===== config.mk =====
export PLATFORM = sky130hd
export DESIGN_NAME = selbc_ram
export DESIGN_NICKNAME = d
export VERILOG_FILES = /design/src/hdl/selbc_ram.sv
export SDC_FILE = /design/constraint.sdc
export NUM_CORES = 1
export LEC_CHECK = 0
export ABC_AREA = 0
export ABC_CLOCK_PERIOD_IN_PS = 2300
export BUFFER_PORTS_ARGS = -buffer_cell sky130_fd_sc_hd__buf_2
export CORE_MARGIN = 2
export CORE_UTILIZATION = 40
export CTS_BUF_LIST = sky130_fd_sc_hd__clkbuf_8
export DETAILED_ROUTE_END_ITERATION = 8
export PLACE_DENSITY = 0.68
export SLEW_MARGIN = 20
export SYNTH_ARGS = -nofsm -noshare
export SYNTH_HDL_FRONTEND = slang
export SYNTH_SLANG_ARGS = --single-unit

===== constraint.sdc =====
create_clock -name clock -period 2.3 [get_ports clock]
set_clock_uncertainty 0.2 [all_clocks]
set_input_delay 0.115 -clock clock [delete_from_list [all_inputs] [get_ports clock]]
set_output_delay 0.115 -clock clock [all_outputs]
set_load 0.03 [all_outputs]

===== src/hdl/selbc_ram.sv =====
// Generic simple dual-port RAM: one write port, one read port, registered read.
// No dependencies.
module selbc_ram #(
   parameter int WIDTH = 8,
   parameter int DEPTH = 16
) (
   input  logic                             clock,
   input  logic                             wr_en,
   input  logic [$clog2(DEPTH > 1 ? DEPTH : 2)-1:0] wr_addr,
   input  logic [WIDTH-1:0]                 wr_data,
   input  logic                             rd_en,
   input  logic [$clog2(DEPTH > 1 ? DEPTH : 2)-1:0] rd_addr,
   output logic [WIDTH-1:0]                 rd_data
);

   logic [WIDTH-1:0] mem [DEPTH];
   logic [WIDTH-1:0] rd_data_ff;

   always_ff @(posedge clock) begin
      if (wr_en) begin
         mem[wr_addr] <= wr_data;
      end
      if (rd_en) begin
         rd_data_ff <= mem[rd_addr];
      end
   end

   assign rd_data = rd_data_ff;

endmodule


# [After elaboration in Yosys (flattened, before gate mapping)]
# Memories as Yosys holds them, arrays and structs flattened. A register that Yosys moved wholly into a read port is not among the register bits.
# Index checks and enable logic that the tools add are counted.
[classes] mux=2
[op_table] cell="1-bit 2-to-1 mux" count=2
[totals] reg_bits=0 ramBits=128 input_bits=19 output_inout_bits=8 memories=1
[mem_list] memory="mem" words=16 width=8 read_ports=1 rd_clocked_by_memory_dff=1 wr=1 line="16" text="logic [WIDTH-1:0] mem [DEPTH];"

# [Logic depth before layout (Yosys ltp)]
# Gate-level depths: netlist of run 1.
[logic_depth] depth_word=2 depth_mapped=5 depth_no_buf=3

# [Worst setup path before layout of run 1]
# No wires, ideal clock.
[synth_path] path_kind="input -> register" start="in wr_addr[2] in the netlist's numbering" end="mem mem[0][0] (enable)" t_arrival_ps=1225 required_time_ps=1717 path_slack_ps=492 path_stages=2 n_path_buf=0 cell_sequence="or3b_2 nor3_1"
[synth_lines] element="start, declared" line="9" text="input logic [$clog2(DEPTH > 1 ? DEPTH : 2)-1:0] wr_addr,"
[synth_lines] element="end, declared" line="16"
# No word-level cell before the write port.

==> results of run 1 <==
==> cell type report <==
class / count / area, um^2
Timing Repair Buffer: 55 / 383
Multi-Input combinational cell: 83 / 1060
Fill cell: 1044 / 6540
Tap cell: 172 / 215
Clock buffer: 17 / 234
Sequential cell: 136 / 4080
Clock inverter: 15 / 154
==> metrics by stage <==
| stage | util [%] | power (W) | worst slack, ns | std cells | hold slack, ns |
|---|---|---|---|---|---|
| after floorplan | - | 0.00302 | 0.492 | 229 | 0.0139 |
| after global placement | 44.6 | 0.00313 | 0.375 | 437 | 0.298 |
| after global routing | 48.4 | 0.00512 | 0.532 | 478 | 0.0526 |
| final | 48.4 | 0.00495 | 0.583 | 478 | 0.0465 |
| after detailed placement | 44.6 | 0.00314 | 0.346 | 437 | 0.301 |
| after CTS | 48.4 | 0.00499 | 0.584 | 478 | 0.0260 |
==> synth_stat cells <==
library cell / number / share of area (%)
sky130_fd_sc_hd__edfxtp_1: 136 / 78
sky130_fd_sc_hd__mux4_2: 18 / 7.8
sky130_fd_sc_hd__a22oi_1: 16 / 2.3
sky130_fd_sc_hd__mux4_1: 14 / 7.0
sky130_fd_sc_hd__nor2_1: 13 / 0.93
sky130_fd_sc_hd__nand2_1: 9 / 0.65
sky130_fd_sc_hd__nor3_1: 4 / 0.38
sky130_fd_sc_hd__buf_2: 3 / 0.29
sky130_fd_sc_hd__buf_6: 3 / 0.65
sky130_fd_sc_hd__clkdlybuf4s25_2: 3 / 0.57
sky130_fd_sc_hd__nand2b_1: 2 / 0.24
sky130_fd_sc_hd__nand3b_1: 2 / 0.29
sky130_fd_sc_hd__and2_1: 1 / 0.12
sky130_fd_sc_hd__and2b_1: 1 / 0.14
sky130_fd_sc_hd__buf_4: 1 / 0.14
sky130_fd_sc_hd__nand3_1: 1 / 0.096
sky130_fd_sc_hd__nor2b_1: 1 / 0.12
sky130_fd_sc_hd__or3b_2: 1 / 0.17
==> registers in the layout (all words and copies together), names as in the netlist <==
signal / flops
rd_data: 8
mem: 128
==> cell usage in the layout, fill, tap and decap left out, drive strengths merged <==
cell,Yosys,routed
or3b,1,1
clkinvlp,0,2
edfxtp,136,136
and2,1,1
inv,0,5
clkinv,0,6
bufinv,0,2
nor3,4,4
clkbuf,0,17
dlygate4sd3,0,9
a22oi,16,16
nand2,9,9
nand2b,2,2
mux4,32,32
buf,7,46
nor2,13,13
nor2b,1,1
nand3b,2,2
and2b,1,1
nand3,1,1
==> how the worst min path moves through the flow <==
stage | end | slack, ns
floorplan | mem[0][0] | 0.01
global placement | mem[6][7] | 0.30
global route | mem[2][2] | 0.05
detailed placement | rd_data[2] | 0.30
finish | mem[2][3] | 0.05
CTS | mem[2][2] | 0.03
==> power by group through the flow <==
stage          registers [W]  clock network, W  logic, W
2_1_floorplan        0.00288                 0  0.000141
3_3_place_gp         0.00286                 0  0.000271
3_5_place_dp         0.00286                 0  0.000278
4_1_cts              0.00280           0.00190  0.000290
5_1_grt              0.00281           0.00200  0.000308
6_report             0.00280           0.00186  0.000284
==> metal layers <==
| metal | global-route usage [%] | part of all wire [%] | vias up |
|---|---|---|---|
| met5 | 0 | 0 | - |
| met4 | 5.65 | 1.1 | 0 |
| met3 | 3.38 | 4.5 | 12 |
| met2 | 22.9 | 49 | 69 |
| met1 | 19.8 | 45 | 1280 |
| li1 | - | - | 1109 |
==> critical path: stages, from the launching register on <==
cell	delay, ns
sky130_fd_sc_hd__edfxtp_1	0.36
sky130_fd_sc_hd__mux4_1	0.50
sky130_fd_sc_hd__a22oi_1	0.25
sky130_fd_sc_hd__nand2_1	0.14
==> logic make-up after synthesis <==
family / count (synthesis) / synth area share (%)
mux: 32 / 14.8
flops: 136 / 78.1
compound gates: 16 / 2.30
buf+inv: 10 / 1.65
simple gates: 35 / 3.14
==> repair_timing <==
item | CTS | global route
hold buffers | 9 | 0
setup buffers | 0 | 0
hold endpoints to repair | 136 | 0
==> summary.txt, run 1 <==
result of the run: finished clean
Hold WC Path Type: primary input to flip-flop
Worst slew margin: 50.9%
mean cell area of the mapped netlist: 22.8 um^2
routed wire length: 9490 um
origin of the worst setup path: mem[1][0]
number of distinct library cell variants in the gate-level netlist after synthesis: 18
WL per Instance: 19.8 um
DRC violation total after the first TritonRoute iteration: 195
Sw Share: 21.8%
portion of total power attributed to combinational logic: 5.7%
Worst EP required: 2.25 ns
core region area: 12700 um^2
Final Max Tran Viols: 0
Hold Crit Start: wr_addr[3]
count of input and output buffers: 26
count of mapped cells out of synthesis: 229
number of standard-cell rows in the floorplan: 41
number of setup violations in the final report: 0
total internal power: 0.00387 W
area enclosed by the die boundary: 14000 um^2
critical path startpoint category: flip-flop
maximum number of pins on one net before global-route repair: 33
Nets: 312
Peak supply drop: 351 uV
capturing instance or port of the critical path: rd_data[0]
number of flip-flops and latches in the synthesized netlist: 136
via count of the first global-routing pass: 2576
routability congestion estimate from global placement: 0.727
vias per cell: 5.17
master cell of the clock root buffer: sky130_fd_sc_hd__clkbuf_8
warning count from the yosys run: 0
aggregate negative setup slack: 0 ns
number of antenna cells inserted: 0
portion of the clock cycle consumed by the worst path in the final layout: 74.7%
antenna violations before repair: 0
H-tree levels: 4
DRT Pass-1 Iters: 5
global-route wire length before repair: 14900 um
TritonCTS clock tree: yes
CP max FO: 1
syn nets: 248
worst-case reg-to-reg path depth: 3
total cell area at the placement stage: 5650 um^2
Final Hold Viols: 0
Top Ports: 27
initial core utilization: 41.3%
antenna viol nets, final: 0
worst reg2reg path startpoint: mem[1][0]
leakage: 2.06 nW
post-route minimum period: 1.72 ns
data arrival time at the worst-slack endpoint: 1.67 ns
transition time of the tightest slew-check pin: 0.735 ns
proportion of layout cells with a drive suffix above 1: 31.0%
capture instance of the worst register-to-register path: rd_data[0]
clock latency at the later pin of the worst-skew pair: 0.42 ns
signed area change from the synthesized netlist to the final layout: 17.2%
Resized cells post-CTS: 0
category of the most critical setup path: flip-flop to flip-flop
die boundary height: 118 um
clock buffers created by TritonCTS: 17
register-to-register setup slack: 0.58 ns
top achievable clock speed: 0.582 GHz
total vias in the final route: 2470
clk slew on worst S/H paths: 0.07 ns
setup repair after global routing missed its margin: false
Psw: 0.00108 W
final standard cell area without fillers: 6130 um^2
DRC Markers: 0
Pwr Density: 808 nW/um^2
half-perimeter wire length after placement: 6410 um
part of the power in registers: 56.6%
worst hold path cell count: 3
sequential element share of the synthesized area: 78.1%
gr ovfl total: 0
part of the total power dissipated in the clock network: 37.6%
CTS sink count: 136
overall fraction of global-route tracks in use: 14.6%
horizontal die dimension: 118 um
Setup crit end kind: flip-flop
total standard cell area after synthesis: 5230 um^2
buffers from clock root to sink, at most: 2
number of max-cap violations: 0
No activity file was read; power rests on OpenSTA's default activity.
==> run 2, diff against run 1 <==
ABC_AREA = 1   (was 0)
ABC_CLOCK_PERIOD_IN_PS = 1400   (was 2300)
PLACE_DENSITY = 0.7   (was 0.68)
clock period = 1.4 ns   (was 2.3 ns; I/O delays follow)
==> run 2 against run 1 <==
Effect of this change: the run now ends with negative setup slack left; final area up 11%; routed wire length up 32%; critical path depth up 4.
==> summary.txt, run 2 <==
final worst setup slack: -0.0138 ns
CP max FO: 16
number of max-cap violations: 0
leakage: 2.95 nW
global-route wire length before repair: 19700 um
overall fraction of global-route tracks in use: 16.7%
sequential element share of the synthesized area: 69.8%
leading cell type in the layout, fill and taps excluded: sky130_fd_sc_hd__nand2_1
fraction of synthesis flops using an asynchronous set or reset pin: 0%
highest-count cells in the layout ignoring fill and taps: sky130_fd_sc_hd__nand2_1, sky130_fd_sc_hd__edfxtp_1, sky130_fd_sc_hd__inv_1, sky130_fd_sc_hd__nand3_1, sky130_fd_sc_hd__buf_2
critical path startpoint category: primary input
syn nets: 570
DRT Pass-1 Iters: 5
total vias in the final route: 3926
total cell area at the placement stage: 6290 um^2
result of the run: finished with violations
most frequent cells after synthesis: sky130_fd_sc_hd__nand2_1, sky130_fd_sc_hd__edfxtp_1, sky130_fd_sc_hd__inv_1
CTS sink count: 136
post-CTS setup-driven buffer insertion count: 0
Final Max Tran Viols: 0
post-placement worst setup slack: -0.0921 ns
post-layout utilization of the core: 47.1%
Pwr Density: 1220 nW/um^2
data arrival time at the worst-slack endpoint: 1.40 ns
maximum number of pins on one net before global-route repair: 40
WL per Instance: 15.5 um
DRC Markers: 0
register bank with the most flops: mem
horizontal die dimension: 125 um
top achievable clock speed: 0.707 GHz
DRC violation total after the first TritonRoute iteration: 337
area enclosed by the die boundary: 15600 um^2
number of flip-flops in the largest register: 128
setup repair after global routing missed its margin: true
Worst slew margin: 60.3%
clk slew on worst S/H paths: 0.07 ns
mean cell area of the mapped netlist: 10.6 um^2
most repeated cell in the gate-level netlist after synthesis: sky130_fd_sc_hd__nand2_1
Setup crit end kind: flip-flop
Peak supply drop: 660 uV
clock buffers created by TritonCTS: 17
die boundary height: 125 um
number of flip-flops and latches in the synthesized netlist: 136
number of antenna cells inserted: 0
Final Hold Viols: 0
buffers from clock root to sink, at most: 2
antenna viol nets, final: 0
highest cell delay on the worst timing path: 0.53 ns
Top Ports: 27
slowest stage cell, crit path: sky130_fd_sc_hd__dlygate4sd3_1
fillcell total: 1283
register-to-register setup slack: 0.03 ns
post-route minimum period: 1.41 ns
portion of the clock cycle consumed by the worst path in the final layout: 101%
aggregate negative setup slack: -0.0138 ns
origin of the worst setup path: rd_addr[2]
category of the most critical setup path: primary input to flip-flop
H-tree levels: 4
Hold WC Path Type: primary input to flip-flop
Nets: 629
number of standard-cell rows in the floorplan: 44
vias per cell: 4.86
leading post-synthesis cells by cell area: sky130_fd_sc_hd__edfxtp_1, sky130_fd_sc_hd__nand2_1, sky130_fd_sc_hd__nand3_1, sky130_fd_sc_hd__inv_1, sky130_fd_sc_hd__buf_6
leading area contributor after synthesis: sky130_fd_sc_hd__edfxtp_1
gr ovfl total: 0
routability congestion estimate from global placement: 0.850
worst hold path cell count: 4
via count of the first global-routing pass: 3803
clock latency at the later pin of the worst-skew pair: 0.43 ns
transition time of the tightest slew-check pin: 0.594 ns
cell breakdown of the critical path: dlygate4sd3_1 -> buf_2 -> inv_1 -> buf_12 -> nand3_1 -> nand3_1 -> nand2_1
initial core utilization: 40.5%
core region area: 14400 um^2
number of flops mapped to enable cells by yosys: 136
warning count from the yosys run: 0
number of setup violations in the final report: 1
top_reg_cell synth: sky130_fd_sc_hd__edfxtp_1
number of distinct library cell variants in the gate-level netlist after synthesis: 11
count of mapped cells out of synthesis: 551
TritonCTS clock tree: yes
final standard cell area without fillers: 6800 um^2
most frequent cell on the critical path: sky130_fd_sc_hd__nand3_1
half-perimeter wire length after placement: 7980 um
signed area change from the synthesized netlist to the final layout: 16.3%
capture instance of the worst register-to-register path: rd_data[6]
final worst hold slack: 0.0583 ns
master cell of the clock root buffer: sky130_fd_sc_hd__clkbuf_8
failing checks: negative setup slack
area share of the leading cell type in the synthesized netlist: 69.8%
capturing instance or port of the critical path: rd_data[6]
antenna violations before repair: 0
routed wire length: 12500 um
proportion of layout cells with a drive suffix above 1: 13.5%
worst-case reg-to-reg path depth: 6
worst reg2reg path startpoint: mem[7][6]
total standard cell area after synthesis: 5850 um^2
Worst EP required: 1.38 ns
count of input and output buffers: 26
run 2: cell count changes after synthesis, sizes merged, moves of 3 or more:
cell	delta
inv	+102
nor2	+4
nor3	-4
nand2	+164
clkdlybuf4s25	-3
buf	+17
mux4	-32
a22oi	-16
nand3	+96
run 2: per-layer routing:
metal,track usage (%),routed length (um)
met1,22.1,5310
met4,6.27,222
met5,0,0
met3,3.01,770
met2,27.5,6230
run 2: critical path: cells and delay by family:
kind	cells	cell delay, ns
buf+inv	4	0.98
simple gates	3	0.34
run 2: cell families after synthesis:
kind of cell	synth area share [%]
simple gates	20.8
buf+inv	9.39
flops	69.8
run 2: final cells by class:
cell class / instances / area, um^2 / area share (%)
multi-input cells: 289 / 1230 / 18.1
repair buffers: 64 / 493 / 7.25
flip-flops and latches: 136 / 4080 / 60.1
clock inverters: 15 / 145 / 2.14
clock buffers: 17 / 234 / 3.44
inverters: 102 / 383 / 5.63
well taps: 184 / 230 / 3.39
run 2: power breakdown:
part / switching [W] / total (W) / internal (W)
combinational: 0.000435 / 0.000638 / 0.000203
sequential: 0.0000229 / 0.00461 / 0.00458
clock: 0.00138 / 0.00308 / 0.00170
run 2: through the flow:
step	cells	total power, W
2_1_floorplan	551	0.00505
3_3_place_gp	764	0.00529
3_5_place_dp	764	0.00530
4_1_cts	807	0.00837
5_1_grt	807	0.00860
6_report	807	0.00833
run 2: worst min-delay path by stage:
stage,endpoint,slack [ns],start
finish,mem[1][5],0.06,wr_en
global route,mem[0][2],0.08,wr_en
CTS,rd_data[3],0.04,rd_addr[1]
detailed placement,rd_data[6],0.23,rd_en
global placement,rd_data[6],0.23,rd_en
floorplan,mem[0][0],-0.03,wr_data[0]
run 2: timing repair:
action	in CTS	in global routing
endpoints found under the setup margin	0	6
endpoints found under the hold margin	144	0
hold buffers	11	0
resized for setup	0	3
